==> src/hdl/ssf_pkg.sv <==
package ssf_pkg;

  localparam int SAMPLE_BITS_DEF = 16;

  localparam int CFG_IDX_W  = 2;
  localparam int CFG_DATA_W = 16;
  localparam int MODE_W     = 2;
  localparam int WEIGHT_W   = 16;
  localparam int NOISE_W    = 16;

  localparam int ERR_W     = 17;
  localparam int GAIN_W    = 17;
  localparam int DEN_W     = NOISE_W + 9;
  localparam int REM_W     = DEN_W + 1;
  localparam int DIV_STEPS = GAIN_W;
  localparam int CNT_W     = $clog2(DIV_STEPS);
  localparam int FRAC_W    = 16;

  localparam logic [CFG_IDX_W-1:0] REG_MODE   = 2'd0;
  localparam logic [CFG_IDX_W-1:0] REG_WEIGHT = 2'd1;
  localparam logic [CFG_IDX_W-1:0] REG_NOISE  = 2'd2;

  localparam logic [MODE_W-1:0] MODE_PASS   = 2'd0;
  localparam logic [MODE_W-1:0] MODE_EXP    = 2'd1;
  localparam logic [MODE_W-1:0] MODE_KALMAN = 2'd2;

  localparam logic [MODE_W-1:0]   MODE_RST   = MODE_EXP;
  localparam logic [WEIGHT_W-1:0] WEIGHT_RST = 16'd13107;
  localparam logic [NOISE_W-1:0]  NOISE_RST  = 16'd0;

  localparam logic [ERR_W-1:0] ONE_Q16  = 17'h10000;
  localparam logic [ERR_W-1:0] SEED_Q16 = 17'd6554;

  typedef enum logic [5:0] {
    ST_IDLE    = 6'b000001,
    ST_DIV     = 6'b000010,
    ST_MUL_ERR = 6'b000100,
    ST_MUL_OUT = 6'b001000,
    ST_ROUND   = 6'b010000,
    ST_WRITE   = 6'b100000
  } state_t;

endpackage

==> src/hdl/selectable_sensor_smoothing_filter_top.sv <==
// Channel  | Ports                          | Transfer when
// ---------+--------------------------------+--------------------------
// input    | in_valid, in_ready, in_sample  | in_valid and in_ready
// result   | out_valid, out_ready, out_smoothed | out_valid and out_ready
// config   | cfg_wr_en, cfg_index, cfg_wdata | cfg_wr_en high
//
// An item goes straight to the write state in pass-through and through one multiply and the
// rounding step in exponential mode. In Kalman mode the 17-step restoring divider forms the
// gain, followed by two passes through the single shared 18-bit by max(18, SAMPLE_BITS+1) multiplier.
// Reset is synchronous and active low; it loads the register defaults and clears state.
// A finished result waits in the output register while the next item is taken; a
// second result waits in the write state until the output register is free.
module selectable_sensor_smoothing_filter_top #(
  parameter int SAMPLE_BITS = ssf_pkg::SAMPLE_BITS_DEF
) (
  input  logic                               clk,
  input  logic                               rst_n,
  input  logic                               in_valid,
  output logic                               in_ready,
  input  logic signed [SAMPLE_BITS-1:0]      in_sample,
  output logic                               out_valid,
  input  logic                               out_ready,
  output logic signed [SAMPLE_BITS-1:0]      out_smoothed,
  input  logic                               cfg_wr_en,
  input  logic [ssf_pkg::CFG_IDX_W-1:0]      cfg_index,
  input  logic [ssf_pkg::CFG_DATA_W-1:0]     cfg_wdata
);

  import ssf_pkg::*;

  localparam int DW = SAMPLE_BITS + 1;
  localparam int BW = (DW > GAIN_W + 1) ? DW : GAIN_W + 1;
  localparam int PW = GAIN_W + 1 + BW;
  localparam logic signed [PW-1:0] ROUND_HALF = PW'(32768);
  localparam logic signed [SAMPLE_BITS-1:0] SMIN = {1'b1, {(SAMPLE_BITS-1){1'b0}}};
  localparam logic signed [SAMPLE_BITS-1:0] SMAX = {1'b0, {(SAMPLE_BITS-1){1'b1}}};

  state_t                         state_r, state_nxt;
  logic [MODE_W-1:0]              mode_r, mode_nxt;
  logic [WEIGHT_W-1:0]            weight_r, weight_nxt;
  logic [NOISE_W-1:0]             noise_r, noise_nxt;
  logic signed [SAMPLE_BITS-1:0]  prev_r, prev_nxt;
  logic [ERR_W-1:0]               err_r, err_nxt;
  logic                           primed_r, primed_nxt;
  logic                           kal_r, kal_nxt;
  logic signed [DW-1:0]           delta_r, delta_nxt;
  logic [GAIN_W-1:0]              gain_r, gain_nxt;
  logic [REM_W-1:0]               rem_r, rem_nxt;
  logic [DEN_W-1:0]               den_r, den_nxt;
  logic [CNT_W-1:0]               cnt_r, cnt_nxt;
  logic signed [PW-1:0]           prod_r, prod_nxt;
  logic signed [SAMPLE_BITS-1:0]  res_r, res_nxt;
  logic signed [SAMPLE_BITS-1:0]  out_r, out_nxt;
  logic                           out_valid_r, out_valid_nxt;

  logic                           accept;
  logic                           cfg_hit;
  logic [MODE_W-1:0]              cfg_mode;
  logic                           rem_ge;
  logic [REM_W-1:0]               rem_sub;
  logic signed [GAIN_W:0]         mul_a;
  logic signed [BW-1:0]           mul_b;
  logic signed [PW-1:0]           mul_p;
  logic signed [PW-1:0]           rnd;
  logic signed [PW-1:0]           sum;
  logic [PW-SAMPLE_BITS:0]        sum_hi;
  logic signed [SAMPLE_BITS-1:0]  sat;

  assign in_ready     = (state_r == ST_IDLE);
  assign accept       = in_valid && in_ready;
  assign out_valid    = out_valid_r;
  assign out_smoothed = out_r;

  always_comb begin
    cfg_hit  = 1'b0;
    cfg_mode = mode_r;
    unique case (cfg_index)
      REG_MODE: begin
        cfg_hit  = 1'b1;
        cfg_mode = cfg_wdata[MODE_W-1:0];
      end
      REG_WEIGHT: cfg_hit = 1'b1;
      REG_NOISE:  cfg_hit = 1'b1;
      default:    cfg_hit = 1'b0;
    endcase
  end

  assign rem_ge  = (rem_r >= {1'b0, den_r});
  assign rem_sub = rem_ge ? (rem_r - {1'b0, den_r}) : rem_r;

  always_comb begin
    if (state_r == ST_MUL_ERR) begin
      mul_a = $signed({1'b0, ONE_Q16 - gain_r});
      mul_b = $signed(BW'(err_r));
    end else begin
      mul_a = $signed({1'b0, gain_r});
      mul_b = BW'(delta_r);
    end
  end

  assign mul_p  = PW'(mul_a * mul_b);
  assign rnd    = (prod_r + ROUND_HALF) >>> FRAC_W;
  assign sum    = rnd + PW'(prev_r);
  assign sum_hi = sum[PW-1:SAMPLE_BITS-1];

  always_comb begin
    if ((&sum_hi) || !(|sum_hi)) begin
      sat = sum[SAMPLE_BITS-1:0];
    end else if (sum[PW-1]) begin
      sat = SMIN;
    end else begin
      sat = SMAX;
    end
  end

  always_comb begin
    state_nxt     = state_r;
    mode_nxt      = mode_r;
    weight_nxt    = weight_r;
    noise_nxt     = noise_r;
    prev_nxt      = prev_r;
    err_nxt       = err_r;
    primed_nxt    = primed_r;
    kal_nxt       = kal_r;
    delta_nxt     = delta_r;
    gain_nxt      = gain_r;
    rem_nxt       = rem_r;
    den_nxt       = den_r;
    cnt_nxt       = cnt_r;
    prod_nxt      = prod_r;
    res_nxt       = res_r;
    out_nxt       = out_r;
    out_valid_nxt = out_valid_r && !out_ready;

    if (cfg_wr_en && cfg_hit) begin
      unique case (cfg_index)
        REG_MODE:   mode_nxt   = cfg_wdata[MODE_W-1:0];
        REG_WEIGHT: weight_nxt = cfg_wdata[WEIGHT_W-1:0];
        REG_NOISE:  noise_nxt  = cfg_wdata[NOISE_W-1:0];
        default:    mode_nxt   = mode_r;
      endcase
      err_nxt = (cfg_mode == MODE_KALMAN) ? ONE_Q16 : '0;
    end

    unique case (state_r)
      ST_IDLE: begin
        if (accept) begin
          delta_nxt = DW'(in_sample) - DW'(prev_r);
          kal_nxt   = (mode_r == MODE_KALMAN);
          res_nxt   = in_sample;
          if (!primed_r) begin
            primed_nxt = 1'b1;
            prev_nxt   = in_sample;
            state_nxt  = ST_WRITE;
          end else if (mode_r == MODE_EXP) begin
            gain_nxt  = GAIN_W'(weight_r);
            state_nxt = ST_MUL_OUT;
          end else if (mode_r == MODE_KALMAN) begin
            if (err_r == '0) begin
              err_nxt   = SEED_Q16;
              prev_nxt  = in_sample;
              state_nxt = ST_WRITE;
            end else begin
              rem_nxt   = REM_W'(err_r);
              den_nxt   = DEN_W'(err_r) + {1'b0, noise_r, 8'h00};
              gain_nxt  = '0;
              cnt_nxt   = CNT_W'(DIV_STEPS - 1);
              state_nxt = ST_DIV;
            end
          end else begin
            prev_nxt  = in_sample;
            state_nxt = ST_WRITE;
          end
        end
      end
      ST_DIV: begin
        gain_nxt = {gain_r[GAIN_W-2:0], rem_ge};
        rem_nxt  = {rem_sub[REM_W-2:0], 1'b0};
        cnt_nxt  = cnt_r - 1'b1;
        if (cnt_r == '0) begin
          state_nxt = ST_MUL_ERR;
        end
      end
      ST_MUL_ERR: begin
        prod_nxt  = mul_p;
        state_nxt = ST_MUL_OUT;
      end
      ST_MUL_OUT: begin
        if (kal_r) begin
          err_nxt = prod_r[FRAC_W+ERR_W-1:FRAC_W];
        end
        prod_nxt  = mul_p;
        state_nxt = ST_ROUND;
      end
      ST_ROUND: begin
        res_nxt   = sat;
        prev_nxt  = sat;
        state_nxt = ST_WRITE;
      end
      ST_WRITE: begin
        if (!out_valid_r || out_ready) begin
          out_nxt       = res_r;
          out_valid_nxt = 1'b1;
          state_nxt     = ST_IDLE;
        end
      end
      default: state_nxt = ST_IDLE;
    endcase
  end

  always_ff @(posedge clk) begin
    if (!rst_n) begin
      state_r     <= ST_IDLE;
      mode_r      <= MODE_RST;
      weight_r    <= WEIGHT_RST;
      noise_r     <= NOISE_RST;
      prev_r      <= '0;
      err_r       <= '0;
      primed_r    <= 1'b0;
      out_valid_r <= 1'b0;
    end else begin
      state_r     <= state_nxt;
      mode_r      <= mode_nxt;
      weight_r    <= weight_nxt;
      noise_r     <= noise_nxt;
      prev_r      <= prev_nxt;
      err_r       <= err_nxt;
      primed_r    <= primed_nxt;
      out_valid_r <= out_valid_nxt;
    end
  end

  always_ff @(posedge clk) begin
    kal_r   <= kal_nxt;
    delta_r <= delta_nxt;
    gain_r  <= gain_nxt;
    rem_r   <= rem_nxt;
    den_r   <= den_nxt;
    cnt_r   <= cnt_nxt;
    prod_r  <= prod_nxt;
    res_r   <= res_nxt;
    out_r   <= out_nxt;
  end

  a_div_den_nonzero: assert property (@(posedge clk) disable iff (!rst_n)
    (state_r == ST_DIV) |-> (den_r != '0))
    else $error("Divider runs with a zero denominator.");

  a_div_rem_bound: assert property (@(posedge clk) disable iff (!rst_n)
    (state_r == ST_DIV) |-> (rem_r < {den_r, 1'b0}))
    else $error("Divider remainder left its range.");

  a_gain_bound: assert property (@(posedge clk) disable iff (!rst_n)
    (state_r == ST_MUL_ERR) |-> (gain_r <= ONE_Q16))
    else $error("Kalman gain exceeds one.");

  a_result_primed: assert property (@(posedge clk) disable iff (!rst_n)
    out_valid_r |-> primed_r)
    else $error("Result shown before any sample was taken.");

  a_write_loads: assert property (@(posedge clk) disable iff (!rst_n)
    (state_r == ST_WRITE && (!out_valid_r || out_ready)) |=> (out_valid_r && out_r == $past(res_r)))
    else $error("Finished result did not reach the output register.");

endmodule

==> config.mk <==
export PLATFORM = sky130hd
export DESIGN_NAME = selectable_sensor_smoothing_filter_top
export DESIGN_NICKNAME = d
export VERILOG_FILES = /design/src/hdl/ssf_pkg.sv /design/src/hdl/selectable_sensor_smoothing_filter_top.sv
export SDC_FILE = /design/constraint.sdc
export NUM_CORES = 1
export LEC_CHECK = 0
export BUFFER_PORTS_ARGS = -buffer_cell sky130_fd_sc_hd__buf_2
export CORE_MARGIN = 5
export CORE_UTILIZATION = 45
export DETAILED_ROUTE_END_ITERATION = 8
export PLACE_DENSITY_LB_ADDON = 0.15
export SYNTH_ARGS = -nofsm -noshare
export SYNTH_HDL_FRONTEND = slang
export SYNTH_SLANG_ARGS = --single-unit
==> constraint.sdc <==
create_clock -name clk -period 13.58 [get_ports clk]
set_clock_uncertainty 0.15 [all_clocks]
set_input_delay 4.074 -clock clk [delete_from_list [all_inputs] [get_ports clk]]
set_output_delay 4.074 -clock clk [all_outputs]
set_load 0.01 [all_outputs]
==> Yosys cells after proc, flatten, opt, wreduce, memory -nomap -nowiden <==
Index checks and enable logic that the tools add are counted.
{ "totals": {"register_bits": 234, "input_bits": 39, "out_inout_bits": 18, "elab_cells": 129} }
{ "op_classes": {"n_bitwise": 2, "n_lt_le_gt_ge": 1, "addsub": 7, "n_mul": 1, "eq_ne": 22, "reduce_logical": 27, "mux": 52} }
{ "op_table": {"columns": ["cell", "count"], "rows": [
  ["17-bit 2-to-1 mux", 14],
  ["26-bit 2-to-1 mux", 5],
  ["16-bit 2-to-1 mux", 8],
  ["17-bit case mux with 2 select lines", 2],
  ["16-bit case mux with 2 select lines", 2],
  ["26-bit case mux with 2 select lines", 1],
  ["6-bit 2-to-1 mux", 7],
  ["36-bit by 17-bit adder with 36-bit output (second input constant)", 1],
  ["18-bit by 18-bit multiplier with 36-bit output", 1],
  ["6-bit case mux with 6 select lines", 1],
  ["26-bit by 25-bit >= comparator with 1-bit output", 1],
  ["17-bit by 24-bit adder with 25-bit output", 1],
  ["25-bit 2-to-1 mux", 1],
  ["5-bit 2-to-1 mux", 5],
  ["25-bit subtractor", 1],
  ["20-bit by 16-bit adder with 21-bit output", 1],
  ["21-bit AND reduction", 1],
  ["21-bit OR reduction", 1],
  ["18-bit 2-to-1 mux", 1],
  ["17-bit logical NOT", 1],
  ["16-bit by 16-bit subtractor with 17-bit output", 1],
  ["17-bit subtractor (first input constant)", 1],
  ["6-bit AND reduction", 2],
  ["5-bit case mux with 2 select lines", 1],
  ["29 further kinds", 51]
]} }

==> Logic depth before layout (Yosys ltp) <==
{ "logic_depth": {"ltp_word": 11, "mapped_depth": 33, "mapped_depth_nobuf": 32} }

==> Worst setup path after synthesis <==
OpenSTA, ideal clock, no wires.
{ "synth_path": {"path_type": "reg-to-reg", "startpoint": "register gain_r[0]", "endpoint": "register prod_r[35], data pin", "stages_incl_launch_ff": 30, "slack_ns": 5.328, "t_arrival_ns": 7.844, "cell_sequence": "edfxtp_1 > inv_1 > clkbuf_1 > ha_1 > nand2b_1 > nor4_1 > nand3b_1 > or4_1 > xnor2_1 > nand2_1 > fa_1 > fa_1 > inv_1 > fa_1 > inv_1 > fa_1 > fa_1 > fa_1 > inv_1 > ha_1 > a21oi_1 > o21bai_1 > a21oi_1 > nor2b_1 > a311oi_1 > o22a_1 > a21o_1 > a31o_1 > o41a_1 > xnor2_1"} }
{ "synth_via": {"elab_chain_len": 3} }
{ "synth_rtl": {"columns": ["element", "line_no", "source"], "rows": [
  ["start, declared", "selectable_sensor_smoothing_filter_top.sv:47", "logic [GAIN_W-1:0] gain_r, gain_nxt;"],
  ["start signal, assigned", "selectable_sensor_smoothing_filter_top.sv:236", "gain_r <= gain_nxt;"],
  ["17-bit subtractor", "selectable_sensor_smoothing_filter_top.sv:93", "mul_a = $signed({1'b0, ONE_Q16 - gain_r});"],
  ["17-bit 2-to-1 mux (*)", "selectable_sensor_smoothing_filter_top.sv:92", "if (state_r == ST_MUL_ERR) begin"],
  ["18-bit by 18-bit multiplier with 36-bit output (*)", "selectable_sensor_smoothing_filter_top.sv:101", "assign mul_p = PW'(mul_a * mul_b);"],
  ["named net mul_p[35]", "selectable_sensor_smoothing_filter_top.sv:63", "logic signed [PW-1:0] mul_p;"],
  ["end signal, assigned", "selectable_sensor_smoothing_filter_top.sv:240", "prod_r <= prod_nxt;"],
  ["end, declared", "selectable_sensor_smoothing_filter_top.sv:51", "logic signed [PW-1:0] prod_r, prod_nxt;"]
]} }
Mark *: on every way through the listed nets, which the timed path passes. The rest lies on a longest branch.
A chain may end at the register's enable or synchronous reset.

==> Worst setup path in the final report <==
Same ends and word-level chain as after synthesis.

==> results.py <==
metrics = {
    "drt": {
        "route.detailed.vias_per_inst": 5.38,
        "drt-total-wl_um": 60400,
        "postRouteAntennaNets": 0,
        "firstDrtPassIters": 5,
        "dr.first_iter.drc_count": 1180,
        "drc": 0,
        "route.vias.total": 17200,
        "routed_wl_per_cell_um": 18.9,
    },
    "sta": {
        "slew_headroom": 0.208,
        "max_freq_mhz": 107,
        "timing.final.setup_violations": 0,
        "rsz0062_at_grt": "false",
        "finalSetupTns_ps": 0,
        "finalHoldViolations": 0,
        "final_max_slew_viol_count": 0,
        "timing.final.crit_share": 0.685,
        "max_slew.worst_pin.slew_ps": 1190,
        "post-route-min-period_ps": 9310,
    },
    "setup_path": {
        "timing.critical_path.slowest_cell_delay_ps": 720,
        "register_to_register_setup_slack_ps": 4270,
        "crit_arrival_ps": 9430,
        "timing.critical_path.slowest_stage_cell": "sky130_fd_sc_hd__xor2_1",
        "timing.critical_path.mode_cell": "sky130_fd_sc_hd__fa_1",
        "critical_path_buf_inv_count": 2,
        "path_class": "reg -> reg",
        "startpoint_type": "flop",
        "worstPathRequired_ps": 13700,
        "r2r_cells": 25,
        "critical_path.endpoint_type": "flop",
        "r2r_end": "prod_r[35]",
        "setup.worst_path.start": "gain_r[0]",
        "rr_startpoint": "gain_r[0]",
        "worstSetupEndpoint": "prod_r[35]",
        "path_delay_family": "adder cells",
        "worst-path-stages": 25,
        "crit_fanout": 14,
    },
    "logic_synthesis": {
        "netlist_area_um2": 22300,
        "yosys_warnings": 0,
        "post_synth_most_frequent_cells": "sky130_fd_sc_hd__nand2_1 (359), sky130_fd_sc_hd__inv_1 (358), sky130_fd_sc_hd__nor2_1 (269)",
        "dominantRegCellSynth": "sky130_fd_sc_hd__edfxtp_1",
        "synthMostInstantiatedCell": "sky130_fd_sc_hd__nand2_1",
        "netlist.top_cell.by_area": "sky130_fd_sc_hd__fa_1",
        "yosys-top-cells-area": "sky130_fd_sc_hd__fa_1 (22%), sky130_fd_sc_hd__edfxtp_1 (19%), sky130_fd_sc_hd__ha_1 (11%)",
        "post_synth_inst_count": 2473,
        "synth_edf_count": 144,
        "seq_area_frac_synth": 0.261,
        "yosysUniqueCellTypes": 77,
        "synth.avg_cell_area_um2": 9.01,
        "synthesized_flop_and_latch_total": 219,
        "post-synth-top-area-fraction": 0.218,
        "syn-num-nets": 2952,
        "synth_async_sr_flop_share": 0,
    },
    "floorplan": {
        "die_area_um2": 54100,
        "floorplan.io_pins": 57,
        "core_region_area_um2": 49000,
        "chipHeight_um": 233,
        "start_util": 0.455,
        "die_width_um": 233,
        "fp-row-count": 81,
    },
    "flow_run": {
        "max_cap_viol_count": 0,
    },
    "final_layout": {
        "n_antenna_cell": 0,
        "final_nets": 2989,
        "drive_above_1_share": 0.0574,
        "final_design_area_no_fill_um2": 24100,
        "area_delta_synth_final_pct": 8.07,
    },
    "place": {
        "placer_congestion": 0.932,
        "port-buffer-count": 56,
        "detailed_place_hpwl_um": 48800,
        "post_dp_cell_area_um2": 23400,
    },
    "clocking": {
        "cts_hold_buffers": 0,
        "clk_pin_slew_ps": 60,
        "postCtsResizedCells": 0,
        "cts_max_level": 1,
        "tritoncts": "done",
        "tritoncts.num_buffers": 23,
        "clock_buffer_depth": 3,
        "numClockSinks": 219,
        "postCtsSetupBuffers": 0,
        "cts-root-buf": "sky130_fd_sc_hd__clkbuf_16",
        "clk-insertion-delay-late_ps": 530,
    },
    "global_routing": {
        "pin_count_of_the_biggest_net_entering_global_routing": 62,
        "vias_in_the_first_global_route": 17400,
        "groute.usage.overall": 0.228,
        "overflow": 0,
        "antenna_found_initial": 0,
        "grt_pass1_wl_um": 97000,
    },
    "outcome": {
        "outcome": "finished, final reports clean",
    },
    "min_path": {
        "hp-class": "reg -> reg",
    },
}
==> layer usage <==
metal	vias to the layer above	global-route usage	share of wire
met5	-	0	0
met4	0	0.0534	0.029
met3	90	0.0295	0.061
met2	486	0.370	0.46
met1	8463	0.328	0.45
li1	8129	-	-
==> final cells by class <==
type,count,area (um^2)
fillers,4692,24900
multi-input cells,1816,14800
flip-flops and latches,219,5830
inverters,360,1350
well taps,664,831
clock buffers,33,644
repair buffers,90,536
clock inverters,9,55.1
==> stage by stage <==
stage	setup WS, ps	util	instances	hold slack (ps)
global placement	4440	0.478	3149	255
finish	4270	0.492	3191	264
detailed placement	4300	0.478	3149	255
global route	3540	0.492	3191	274
CTS	4290	0.492	3191	267
floorplan	5330	-	2473	250
==> registers in the layout, summed over array words and instances, names as in the netlist <==
| register | cells |
|---|---|
| cnt_r | 5 |
| state_r | 6 |
| weight_r | 16 |
| res_r | 16 |
| gain_r | 17 |
| out_smoothed | 16 |
| den_r | 25 |
| prev_r | 16 |
| delta_r | 17 |
| kal_r | 1 |
| primed_r | 1 |
| mode_r | 2 |
| out_valid | 1 |
| noise_r | 16 |
| rem_r | 26 |
| prod_r | 21 |
| err_r | 17 |
==> cells by family (layout without fill, tap and decap cells) <==
group,after synthesis,after routing,synth area share
AO/OA/AOI/OAI,369,369,0.106
XOR/XNOR,128,128,0.0503
adder cells (fa/ha/maj),440,440,0.329
buffers and inverters,438,492,0.0744
flip-flops,219,219,0.261
multiplexers,25,25,0.0113
AND/OR/NAND/NOR,854,854,0.168
==> layout by cell type (no fill, tap or decap), types with 9 or more instances in the layout <==
cell / synthesis / layout
sky130_fd_sc_hd__nand4_1: 11 / 11
sky130_fd_sc_hd__nor2b_1: 38 / 38
sky130_fd_sc_hd__a21oi_1: 109 / 109
sky130_fd_sc_hd__buf_2: 4 / 56
sky130_fd_sc_hd__mux2i_1: 23 / 20
sky130_fd_sc_hd__nor2_1: 269 / 269
sky130_fd_sc_hd__and3_1: 15 / 15
sky130_fd_sc_hd__o21ai_1: 35 / 35
sky130_fd_sc_hd__buf_4: 0 / 34
sky130_fd_sc_hd__a22oi_1: 11 / 11
sky130_fd_sc_hd__nor3_1: 20 / 19
sky130_fd_sc_hd__fa_1: 243 / 243
sky130_fd_sc_hd__clkbuf_16: 0 / 24
sky130_fd_sc_hd__ha_1: 197 / 197
sky130_fd_sc_hd__nand3b_1: 10 / 10
sky130_fd_sc_hd__xor2_1: 46 / 46
sky130_fd_sc_hd__nand2b_1: 29 / 29
sky130_fd_sc_hd__a31oi_1: 9 / 9
sky130_fd_sc_hd__xnor2_1: 82 / 82
sky130_fd_sc_hd__inv_1: 358 / 358
sky130_fd_sc_hd__nand2_1: 359 / 359
sky130_fd_sc_hd__edfxtp_1: 144 / 144
sky130_fd_sc_hd__nand3_1: 37 / 37
sky130_fd_sc_hd__o21a_1: 15 / 15
sky130_fd_sc_hd__a21boi_0: 31 / 31
sky130_fd_sc_hd__and2_1: 19 / 19
sky130_fd_sc_hd__nor4_1: 14 / 14
sky130_fd_sc_hd__o21ai_0: 56 / 56
sky130_fd_sc_hd__o21bai_1: 11 / 11
sky130_fd_sc_hd__a211oi_1: 9 / 9
sky130_fd_sc_hd__a21o_1: 31 / 31
sky130_fd_sc_hd__dfxtp_1: 75 / 75
==> worst min path at each step <==
| stage | startpoint | end | cells past startpoint |
|---|---|---|---|
| after floorplan | res_r[0] | out_smoothed[0] | 0 |
| after global placement | res_r[15] | out_smoothed[15] | 0 |
| after detailed placement | res_r[12] | out_smoothed[12] | 0 |
| after CTS | res_r[12] | out_smoothed[12] | 0 |
| after global routing | res_r[5] | out_smoothed[5] | 0 |
| final | res_r[5] | out_smoothed[5] | 0 |
Power is left out: the tool's default activity adds up to more than one toggle a clock period on the data nets, which glitch-free logic cannot reach.
